`config.mk`:
```
export PLATFORM = sky130hd
export DESIGN_NAME = running_mean_variance_stats_unit_flat
export DESIGN_NICKNAME = d
export VERILOG_FILES = /design/src/rtl/rmvs_pkg.sv /design/src/rtl/rmvs_stream_if.sv /design/src/rtl/rmvs_serial_divider.sv /design/src/rtl/rmvs_datapath.sv /design/src/rtl/rmvs_controller.sv /design/src/rtl/running_mean_variance_stats_unit.sv /design/src/flat_wrapper.sv
export VERILOG_INCLUDE_DIRS = /design/src /design/src/rtl
export SDC_FILE = /design/constraint.sdc
export NUM_CORES = 1
export LEC_CHECK = 0
export ABC_AREA = 0
export BUFFER_PORTS_ARGS = -buffer_cell sky130_fd_sc_hd__buf_2
export CAP_MARGIN = 10
export CORE_ASPECT_RATIO = 1.25
export CORE_MARGIN = 2
export CORE_UTILIZATION = 40
export CTS_BUF_LIST = sky130_fd_sc_hd__clkbuf_2 sky130_fd_sc_hd__clkbuf_4 sky130_fd_sc_hd__clkbuf_8
export CTS_CLUSTER_DIAMETER = 80
export DETAILED_ROUTE_END_ITERATION = 6
export PLACE_DENSITY = 0.57
export SKIP_LAST_GASP = 1
export SLEW_MARGIN = 10
export SYNTH_ARGS = -nofsm -noshare
export SYNTH_HDL_FRONTEND = slang
export SYNTH_SLANG_ARGS = --single-unit
```
`constraint.sdc`:
```
create_clock -name clk -period 1.5 [get_ports clk]
set_clock_uncertainty 0.05 [all_clocks]
set_input_delay 0.375 -clock clk [delete_from_list [all_inputs] [get_ports clk]]
set_output_delay 0.375 -clock clk [all_outputs]
set_load 0.01 [all_outputs]
```
`src/rtl/running_mean_variance_stats_unit_defines.svh`:
```
// assertion macros for the running mean and variance statistics unit
// expects clk and arst_n in the scope of each use
`ifndef RUNNING_MEAN_VARIANCE_STATS_UNIT_DEFINES_SVH
`define RUNNING_MEAN_VARIANCE_STATS_UNIT_DEFINES_SVH

// same-cycle implication, disabled in reset
`define RMVS_ASSERT_NOW(lbl, ante, cons) \
	lbl: assert property (@(posedge clk) disable iff (!arst_n) (ante) |-> (cons)) \
		else $error("rmvs assertion failed");

// next-cycle implication, disabled in reset
`define RMVS_ASSERT_NEXT(lbl, ante, cons) \
	lbl: assert property (@(posedge clk) disable iff (!arst_n) (ante) |=> (cons)) \
		else $error("rmvs assertion failed");

`endif

```
`src/rtl/rmvs_pkg.sv`:
```
// types and constants for the running mean and variance statistics unit
// no dependencies
package rmvs_pkg;

	localparam int SAMPLE_BITS    = 16;
	localparam int COUNT_BITS     = 16;
	localparam int MEAN_FRAC_BITS = 16;

	localparam int MEAN_BITS     = SAMPLE_BITS + MEAN_FRAC_BITS;
	localparam int DEV_BITS      = MEAN_BITS + 1;
	localparam int MAG_BITS      = MEAN_BITS;
	localparam int PROD_BITS     = 2 * MAG_BITS;
	localparam int TERM_SHIFT    = 2 * MEAN_FRAC_BITS - 8;
	localparam int TERM_BITS     = PROD_BITS - TERM_SHIFT;
	localparam int SUM_BITS      = 56;
	localparam int VAR_BITS      = 40;
	localparam int DIVIDEND_BITS = SUM_BITS;
	localparam int DIVISOR_BITS  = COUNT_BITS;

	localparam int MEAN_DIV_STEPS = MAG_BITS;
	localparam int VAR_DIV_STEPS  = SUM_BITS;
	localparam int STEP_CNT_BITS  = $clog2(VAR_DIV_STEPS);

	localparam logic [COUNT_BITS-1:0] COUNT_MAX = '1;

	typedef struct packed {
		logic signed [SAMPLE_BITS-1:0] sample;
	} sample_beat_t;

	typedef struct packed {
		logic [15:0]          sample_count;
		logic signed [31:0]   running_mean;
		logic [VAR_BITS-1:0]  sample_variance;
		logic                 variance_valid;
		logic signed [15:0]   smallest_seen;
		logic signed [15:0]   largest_seen;
		logic                 count_full;
	} result_beat_t;

	typedef enum logic [3:0] {
		ST_IDLE,
		ST_PREP,
		ST_DIV_MEAN,
		ST_MEAN,
		ST_MUL,
		ST_ACC,
		ST_VAR_CHK,
		ST_DIV_VAR,
		ST_DONE
	} ctrl_state_t;

	typedef struct packed {
		logic load;
		logic prep;
		logic div_step;
		logic mean_upd;
		logic mul;
		logic acc;
		logic var_load;
		logic capture;
	} ctrl_cmd_t;

	typedef struct packed {
		logic full;
		logic var_ok;
	} dp_status_t;

endpackage

```
`src/rtl/rmvs_stream_if.sv`:
```
// valid/ready stream channel carrying one payload beat
// payload type set per instance, normally from rmvs_pkg
interface rmvs_stream_if #(
	parameter type payload_t = logic
);
	logic     valid;
	logic     ready;
	payload_t data;

	modport source (output valid, output data, input ready);
	modport sink   (input valid, input data, output ready);
endinterface

```
`src/rtl/rmvs_serial_divider.sv`:
```
// restoring unsigned divider, one quotient bit per step
// depends on rmvs_pkg for widths
module rmvs_serial_divider (
	input  logic                                 clk,
	input  logic                                 load,
	input  logic                                 step,
	input  logic [rmvs_pkg::DIVIDEND_BITS-1:0]   dividend,
	input  logic [rmvs_pkg::DIVISOR_BITS-1:0]    divisor,
	output logic [rmvs_pkg::DIVIDEND_BITS-1:0]   quotient
);
	import rmvs_pkg::*;

	logic [DIVISOR_BITS-1:0]  rem_q;
	logic [DIVISOR_BITS-1:0]  div_q;
	logic [DIVIDEND_BITS-1:0] quo_q;
	logic [DIVISOR_BITS:0]    trial;
	logic [DIVISOR_BITS:0]    diff;
	logic                     ge;

	always_comb begin
		trial = {rem_q, quo_q[DIVIDEND_BITS-1]};
		diff  = trial - {1'b0, div_q};
		ge    = trial >= {1'b0, div_q};
	end

	always_ff @(posedge clk) begin
		if (load) begin
			rem_q <= '0;
			div_q <= divisor;
			quo_q <= dividend;
		end else if (step) begin
			rem_q <= ge ? diff[DIVISOR_BITS-1:0] : trial[DIVISOR_BITS-1:0];
			quo_q <= {quo_q[DIVIDEND_BITS-2:0], ge};
		end
	end

	assign quotient = quo_q;
endmodule

```
`src/rtl/rmvs_datapath.sv`:
```
// statistics datapath: state registers, deviation math, multiplier, result register
// depends on rmvs_pkg, rmvs_serial_divider and the assertion macro header
`include "running_mean_variance_stats_unit_defines.svh"
module rmvs_datapath (
	input  logic                               clk,
	input  logic                               arst_n,
	input  rmvs_pkg::ctrl_cmd_t                cmd,
	input  logic signed [rmvs_pkg::SAMPLE_BITS-1:0] sample,
	output rmvs_pkg::dp_status_t               status,
	output rmvs_pkg::result_beat_t             result
);
	import rmvs_pkg::*;

	logic [COUNT_BITS-1:0]         count_q;
	logic signed [MEAN_BITS-1:0]   mean_q;
	logic [SUM_BITS-1:0]           sum_q;
	logic signed [SAMPLE_BITS-1:0] min_q;
	logic signed [SAMPLE_BITS-1:0] max_q;
	logic                          full_q;

	logic signed [SAMPLE_BITS-1:0] sample_q;
	logic                          neg_q;
	logic [MAG_BITS-1:0]           mag_old_q;
	logic [MAG_BITS-1:0]           mag_new_q;
	logic signed [MEAN_BITS-1:0]   newmean_q;
	logic [PROD_BITS-1:0]          prod_q;
	result_beat_t                  result_q;

	logic signed [MEAN_BITS-1:0]   scaled;
	logic signed [DEV_BITS-1:0]    d_old;
	logic [DEV_BITS-1:0]           d_old_mag;
	logic signed [DEV_BITS-1:0]    step_val;
	logic signed [DEV_BITS-1:0]    new_mean;
	logic signed [DEV_BITS-1:0]    d_new;
	logic [DEV_BITS-1:0]           d_new_mag;
	logic [SUM_BITS:0]             sum_ext;
	logic [DIVIDEND_BITS-1:0]      div_dividend;
	logic [DIVISOR_BITS-1:0]       div_divisor;
	logic [DIVIDEND_BITS-1:0]      quotient;
	logic [VAR_BITS-1:0]           var_sat;
	logic                          var_ok;

	always_comb begin
		scaled    = {sample_q, {MEAN_FRAC_BITS{1'b0}}};
		d_old     = DEV_BITS'(scaled) - DEV_BITS'(mean_q);
		d_old_mag = d_old[DEV_BITS-1] ? DEV_BITS'(-d_old) : DEV_BITS'(d_old);
		step_val  = neg_q ? -$signed({1'b0, quotient[MAG_BITS-1:0]})
		                  : $signed({1'b0, quotient[MAG_BITS-1:0]});
		new_mean  = DEV_BITS'(mean_q) + step_val;
		d_new     = DEV_BITS'(scaled) - new_mean;
		d_new_mag = d_new[DEV_BITS-1] ? DEV_BITS'(-d_new) : DEV_BITS'(d_new);
		sum_ext   = {1'b0, sum_q} + (SUM_BITS+1)'(prod_q[PROD_BITS-1:TERM_SHIFT]);
		var_ok    = count_q >= COUNT_BITS'(2);
		var_sat   = (|quotient[DIVIDEND_BITS-1:VAR_BITS]) ? '1 : quotient[VAR_BITS-1:0];
		if (cmd.prep) begin
			div_dividend = {d_old_mag[MAG_BITS-1:0], {(DIVIDEND_BITS-MAG_BITS){1'b0}}};
			div_divisor  = count_q + COUNT_BITS'(1);
		end else begin
			div_dividend = sum_q;
			div_divisor  = count_q - COUNT_BITS'(1);
		end
	end

	rmvs_serial_divider u_div (
		.clk      (clk),
		.load     (cmd.prep | cmd.var_load),
		.step     (cmd.div_step),
		.dividend (div_dividend),
		.divisor  (div_divisor),
		.quotient (quotient)
	);

	always_ff @(posedge clk or negedge arst_n) begin
		if (!arst_n) begin
			count_q <= '0;
			mean_q  <= '0;
			sum_q   <= '0;
			min_q   <= {1'b0, {(SAMPLE_BITS-1){1'b1}}};
			max_q   <= {1'b1, {(SAMPLE_BITS-1){1'b0}}};
			full_q  <= 1'b0;
		end else begin
			if (cmd.load) begin
				full_q <= count_q == COUNT_MAX;
			end
			if (cmd.prep) begin
				count_q <= count_q + COUNT_BITS'(1);
			end
			if (cmd.acc) begin
				sum_q  <= sum_ext[SUM_BITS] ? '1 : sum_ext[SUM_BITS-1:0];
				mean_q <= newmean_q;
				if (sample_q < min_q) begin
					min_q <= sample_q;
				end
				if (sample_q > max_q) begin
					max_q <= sample_q;
				end
			end
		end
	end

	always_ff @(posedge clk) begin
		if (cmd.load) begin
			sample_q <= sample;
		end
		if (cmd.prep) begin
			neg_q     <= d_old[DEV_BITS-1];
			mag_old_q <= d_old_mag[MAG_BITS-1:0];
		end
		if (cmd.mean_upd) begin
			newmean_q <= new_mean[MEAN_BITS-1:0];
			mag_new_q <= d_new_mag[MAG_BITS-1:0];
		end
		if (cmd.mul) begin
			prod_q <= mag_old_q * mag_new_q;
		end
		if (cmd.capture) begin
			result_q.sample_count    <= 16'(count_q);
			result_q.running_mean    <= 32'(mean_q);
			result_q.sample_variance <= var_ok ? var_sat : '0;
			result_q.variance_valid  <= var_ok;
			result_q.smallest_seen   <= 16'(min_q);
			result_q.largest_seen    <= 16'(max_q);
			result_q.count_full      <= full_q;
		end
	end

	assign status.full   = full_q;
	assign status.var_ok = var_ok;
	assign result        = result_q;

	`RMVS_ASSERT_NEXT(a_sum_monotonic, cmd.acc, sum_q >= $past(sum_q))
	`RMVS_ASSERT_NEXT(a_min_le_max, cmd.acc, min_q <= max_q)
	`RMVS_ASSERT_NEXT(a_count_step, cmd.prep, count_q == $past(count_q) + COUNT_BITS'(1))
endmodule

```
`src/rtl/rmvs_controller.sv`:
```
// sequencer for the statistics unit: handshakes, divider step count, datapath commands
// depends on rmvs_pkg and the assertion macro header
`include "running_mean_variance_stats_unit_defines.svh"
module rmvs_controller (
	input  logic                 clk,
	input  logic                 arst_n,
	input  logic                 in_valid,
	output logic                 in_ready,
	output logic                 out_valid,
	input  logic                 out_ready,
	input  rmvs_pkg::dp_status_t status,
	output rmvs_pkg::ctrl_cmd_t  cmd
);
	import rmvs_pkg::*;

	ctrl_state_t              state_q, state_d;
	logic [STEP_CNT_BITS-1:0] step_q, step_d;
	logic                     out_valid_q, out_valid_d;

	always_ff @(posedge clk or negedge arst_n) begin
		if (!arst_n) begin
			state_q     <= ST_IDLE;
			step_q      <= '0;
			out_valid_q <= 1'b0;
		end else begin
			state_q     <= state_d;
			step_q      <= step_d;
			out_valid_q <= out_valid_d;
		end
	end

	always_comb begin
		state_d  = state_q;
		step_d   = step_q;
		cmd      = '0;
		in_ready = 1'b0;
		case (state_q)
			ST_IDLE: begin
				in_ready = 1'b1;
				if (in_valid) begin
					cmd.load = 1'b1;
					state_d  = ST_PREP;
				end
			end
			ST_PREP: begin
				if (status.full) begin
					state_d = ST_VAR_CHK;
				end else begin
					cmd.prep = 1'b1;
					step_d   = STEP_CNT_BITS'(MEAN_DIV_STEPS - 1);
					state_d  = ST_DIV_MEAN;
				end
			end
			ST_DIV_MEAN: begin
				cmd.div_step = 1'b1;
				step_d       = step_q - STEP_CNT_BITS'(1);
				if (step_q == '0) begin
					state_d = ST_MEAN;
				end
			end
			ST_MEAN: begin
				cmd.mean_upd = 1'b1;
				state_d      = ST_MUL;
			end
			ST_MUL: begin
				cmd.mul = 1'b1;
				state_d = ST_ACC;
			end
			ST_ACC: begin
				cmd.acc = 1'b1;
				state_d = ST_VAR_CHK;
			end
			ST_VAR_CHK: begin
				if (status.var_ok) begin
					cmd.var_load = 1'b1;
					step_d       = STEP_CNT_BITS'(VAR_DIV_STEPS - 1);
					state_d      = ST_DIV_VAR;
				end else begin
					state_d = ST_DONE;
				end
			end
			ST_DIV_VAR: begin
				cmd.div_step = 1'b1;
				step_d       = step_q - STEP_CNT_BITS'(1);
				if (step_q == '0) begin
					state_d = ST_DONE;
				end
			end
			ST_DONE: begin
				if (!out_valid_q || out_ready) begin
					cmd.capture = 1'b1;
					state_d     = ST_IDLE;
				end
			end
			default: begin
				state_d = ST_IDLE;
			end
		endcase
	end

	always_comb begin
		if (cmd.capture) begin
			out_valid_d = 1'b1;
		end else if (out_ready) begin
			out_valid_d = 1'b0;
		end else begin
			out_valid_d = out_valid_q;
		end
	end

	assign out_valid = out_valid_q;

	`RMVS_ASSERT_NOW(a_no_overwrite, cmd.capture, !out_valid_q || out_ready)
	`RMVS_ASSERT_NEXT(a_accept_to_prep, in_valid && in_ready, state_q == ST_PREP)
	`RMVS_ASSERT_NOW(a_var_div_needs_two, state_q == ST_DIV_VAR, status.var_ok)
endmodule

```
`src/rtl/running_mean_variance_stats_unit.sv`:
```
// top level of the running mean and variance statistics unit
// depends on rmvs_pkg, rmvs_stream_if, rmvs_controller and rmvs_datapath

// Takes one signed 16-bit sample per beat and returns one result beat per sample with
// the saturating count, the Welford running mean (Q16.16), the sample variance
// (Q32.8, squared deviation sum over count minus one, saturated to 40 bits), min, max,
// a variance valid flag (two or more samples) and a count full flag (sample ignored).
// One sample at a time is processed. The time from accept to result is set by the shared
// one-bit-per-cycle restoring divider, 32 steps for the mean update and 56 steps for the
// variance; the mean division is skipped once the count is full and the variance division
// when fewer than two samples are counted. The output register lets the next sample be
// accepted while a result waits to be taken.
module running_mean_variance_stats_unit (
	input  logic          clk,
	input  logic          arst_n,
	rmvs_stream_if.sink   samples,
	rmvs_stream_if.source results
);
	import rmvs_pkg::*;

	ctrl_cmd_t    cmd;
	dp_status_t   status;
	sample_beat_t in_beat;
	result_beat_t out_beat;

	assign in_beat = samples.data;

	rmvs_controller u_ctrl (
		.clk       (clk),
		.arst_n    (arst_n),
		.in_valid  (samples.valid),
		.in_ready  (samples.ready),
		.out_valid (results.valid),
		.out_ready (results.ready),
		.status    (status),
		.cmd       (cmd)
	);

	rmvs_datapath u_dp (
		.clk    (clk),
		.arst_n (arst_n),
		.cmd    (cmd),
		.sample (in_beat.sample),
		.status (status),
		.result (out_beat)
	);

	assign results.data = out_beat;
endmodule
```
`src/flat_wrapper.sv`:
```
// flat-port wrapper written by rule: the top's interface ports become plain ports
module running_mean_variance_stats_unit_flat import rmvs_pkg::*;
  (clk, arst_n, samples_valid, samples_data, samples_ready, results_valid, results_data, results_ready);
  rmvs_stream_if samples_i ();
  rmvs_stream_if results_i ();
  input  logic clk;
  input  logic arst_n;
  input wire logic [$bits(samples_i.valid)-1:0] samples_valid;
  input wire logic [$bits(samples_i.data)-1:0] samples_data;
  output wire logic [$bits(samples_i.ready)-1:0] samples_ready;
  output wire logic [$bits(results_i.valid)-1:0] results_valid;
  output wire logic [$bits(results_i.data)-1:0] results_data;
  input wire logic [$bits(results_i.ready)-1:0] results_ready;
  assign samples_i.valid = samples_valid;
  assign samples_i.data = samples_data;
  assign samples_ready = samples_i.ready;
  assign results_valid = results_i.valid;
  assign results_data = results_i.data;
  assign results_i.ready = results_ready;
  running_mean_variance_stats_unit u_core (.clk(clk), .arst_n(arst_n), .samples(samples_i), .results(results_i));
endmodule
```
==> flow_metrics.py <==
metrics = {
    "setup_path": {
        "cp.arrival_ns": 1.28,
        "path_class": "reg2out",
        "path_buf_inv": 2,
        "critical_path_required_ns": 1.07,
        "crit_chain": "buf_6 -> nor4_4 -> buf_2",
        "cp-start-kind": "register",
        "cpPeakStageDelay_ns": 0.41,
        "cp-end-kind": "output port",
        "crit_slowest_cell": "dfrtp_2",
        "cp_max_fo": 7,
        "critical_path.top_delay_family": "flip-flops",
    },
    "power": {
        "design_power_total_mw": 4.32,
        "switching_share": 0.375,
        "intPower_mw": 2.70,
        "p_clk_frac": 0.147,
        "combinationalPowerShare": 0.587,
        "leakage_nw": 1.09,
        "netSwitchingPower_mw": 1.62,
        "seqPwrFrac": 0.266,
        "ir_drop_mv": 0.913,
        "power_density_nw_per_um2": 1820,
    },
    "sta": {
        "fmax_ghz": 0.585,
        "drv_slew": 0,
        "hold_viol_final": 0,
        "maxSlewHeadroom": 0.750,
        "rsz0062_at_grt": "true",
        "worst_pin_slew_ns": 0.371,
        "setup_slack_ns": -0.210,
        "fin_crit_sh": 1.14,
        "period_needed_ns": 1.71,
        "setup_viol": 26,
    },
    "global_routing": {
        "first_global_vias": 1442,
        "grtUsageTotal": 0.199,
        "grt_max_degree": 16,
        "grt_antenna_before_repair": 0,
        "grt_overflow_total": 0,
        "grt_pass1_wl_mm": 6.38,
    },
    "placement": {
        "placedCellCount": 242,
        "pre_cts_slack_ns": -0.185,
        "io_buffers": 6,
        "dp_hpwl_mm": 2.75,
        "gp_congestion": 0.945,
    },
    "die": {
        "die_x_um": 59.8,
        "die_area_sq_um": 4410,
        "die_h_um": 73.8,
        "initial_core_util": 0.415,
        "placementRows": 25,
        "core_area_sq_um": 3750,
        "io-pin-count": 8,
    },
    "clocking": {
        "cts_sinks": 29,
        "cts_root_buffer": "clkbuf_8",
        "htree_levels": 2,
        "clkLatencyLatePin_ns": 0.28,
        "cts_tree": "done",
        "cts-buffers-inserted": 5,
        "clock_path_buffers": 2,
        "clkTransAtPathRegs_ns": 0.06,
    },
    "job": {
        "cap_violations": 0,
    },
    "synth": {
        "yosys_warnings": 0,
        "synth_seq_cells": 29,
        "syn_avg_cell_area_sq_um": 10.2,
        "netlist-cell-type-count": 42,
        "synthesis.area_sq_um": 1560,
        "async_reset_ff_frac": 0.966,
        "synth_edf_count": 1,
        "yosysSeqAreaShare": 0.469,
        "syn_nets": 162,
        "synthCells": 153,
        "synthFlopType": "dfrtp_1",
    },
    "drt": {
        "routed_wire_length_per_instance_um": 14.8,
        "drc_errors": 0,
        "totalWireLength_mm": 3.91,
        "routed_via_density": 5.17,
        "vias": 1364,
        "initialDrtViolationCount": 121,
        "drt-pass1-iter-count": 4,
        "drtAntennaViolNets": 0,
    },
    "hold_path": {
        "min_path_type": "in2reg",
    },
    "final_layout": {
        "syn2layout_area_growth_pct": 52.6,
        "diodes": 0,
        "final_common_cell": "buf_4",
        "final_cells": 264,
        "fin_nets": 232,
        "final_cell_mix": "52 x buf_4, 25 x dfrtp_1, 13 x nand2_1, 11 x xnor2_1",
        "drive_gt1_frac": 0.527,
    },
    "status": {
        "violations": "negative setup slack",
        "run_status": "finished, violations left",
    },
}
==> cell type report <==
cell class	count	area (sq um)
sequential	29	734
clock inverter	2	10.0
timing repair buffer	68	541
tap	40	50.0
multi-input combinational	115	951
inverter	4	15.0
fill	301	1380
clock buffer	6	76.3
==> through the flow <==
stage	hold WS [ns]	utilization	cell area, sq um	setup TNS, ns
finish	0.364	0.633	2380	-1.85
global route	0.410	0.633	2380	-4.15
CTS	0.365	0.613	2300	-2.03
detailed placement	0.265	0.533	2000	-1.63
global placement	0.249	0.533	2000	-1.40
floorplan	0.0294	-	1570	-0.115
==> worst min-delay path, cell delays in order <==
cell and delay, ns:
buf_2 0.07, nand2b_1 0.14, nand2_1 0.07
==> kinds of logic after synthesis <==
kind of cell,synth area share
DFF,0.469
AOI/OAI and AO/OA,0.115
adders and majority gates,0.0321
buffers and inverters,0.0241
xor gates and xnor gates,0.0956
and+or+nand+nor,0.264
==> power groups by stage <==
| stage | sequential (mW) | combinational [mW] | clock, mW |
|---|---|---|---|
| 5_1_grt | 1.18 | 2.75 | 0.685 |
| 2_1_floorplan | 1.16 | 1.07 | 0 |
| 4_1_cts | 1.15 | 2.39 | 0.650 |
| 3_5_place_dp | 1.17 | 1.93 | 0 |
| 6_report | 1.15 | 2.54 | 0.636 |
| 3_3_place_gp | 1.15 | 1.85 | 0 |
==> routing by layer <==
layer  global-route usage  part of all wire  up-vias
met5                    0                 0        -
met4               0.0988             0.027        0
met3               0.0423             0.027       10
met2                0.344              0.55       21
met1                0.226              0.40      649
li1                     -                 -      684
==> timing repair <==
action | in CTS | in global routing
hold buffers | 1 | 0
resized for setup | 32 | 13
buffers inserted | 10 | 3
pin swaps | 19 | 13
cloned | 0 | 0
setup endpoints to repair | 21 | 28
hold endpoints to repair | 14 | 0
==> state kept, by name (all words and copies together) (netlist names) <==
name,cells
u_core.u_dp.count_q,16
u_core.u_ctrl.step_q,6
u_core.u_ctrl.out_valid,1
u_core.u_ctrl.state_q,4
u_core.u_dp.result,1
u_core.u_dp.full_q,1
==> worst paths after layout <==
kind	startpoint	end	slack, ns	cells after the start
setup reg to reg	u_core.u_ctrl.state_q[0]	u_core.u_ctrl.step_q[3]	-0.16	7
max in group asynchronous	arst_n	u_core.u_ctrl.state_q[0]	0.50	3
setup / recovery	u_core.u_ctrl.state_q[0]	samples_ready	-0.21	3
min in group asynchronous	arst_n	u_core.u_ctrl.state_q[3]	0.49	2
hold reg to reg	u_core.u_ctrl.out_valid	u_core.u_ctrl.out_valid	0.50	2
hold / removal	results_ready	u_core.u_ctrl.out_valid	0.36	3
==> cell usage after synthesis (3+ instances only) <==
cell type   n  area, sq um
a21oi_1    10         50.1
and3_1      5         31.3
buf_2       3         15.0
dfrtp_1    28          701
ha_1        4         50.1
inv_1       4         15.0
nand2_1    19         71.3
nand2b_1    4         25.0
nand3_2     3         30.0
nand4_1     5         31.3
nor2_1      9         33.8
nor2b_1     3         18.8
nor4_1      6         37.5
xnor2_1    14          123
xor2_1      3         26.3
Power figures use the tool's default switching activity.
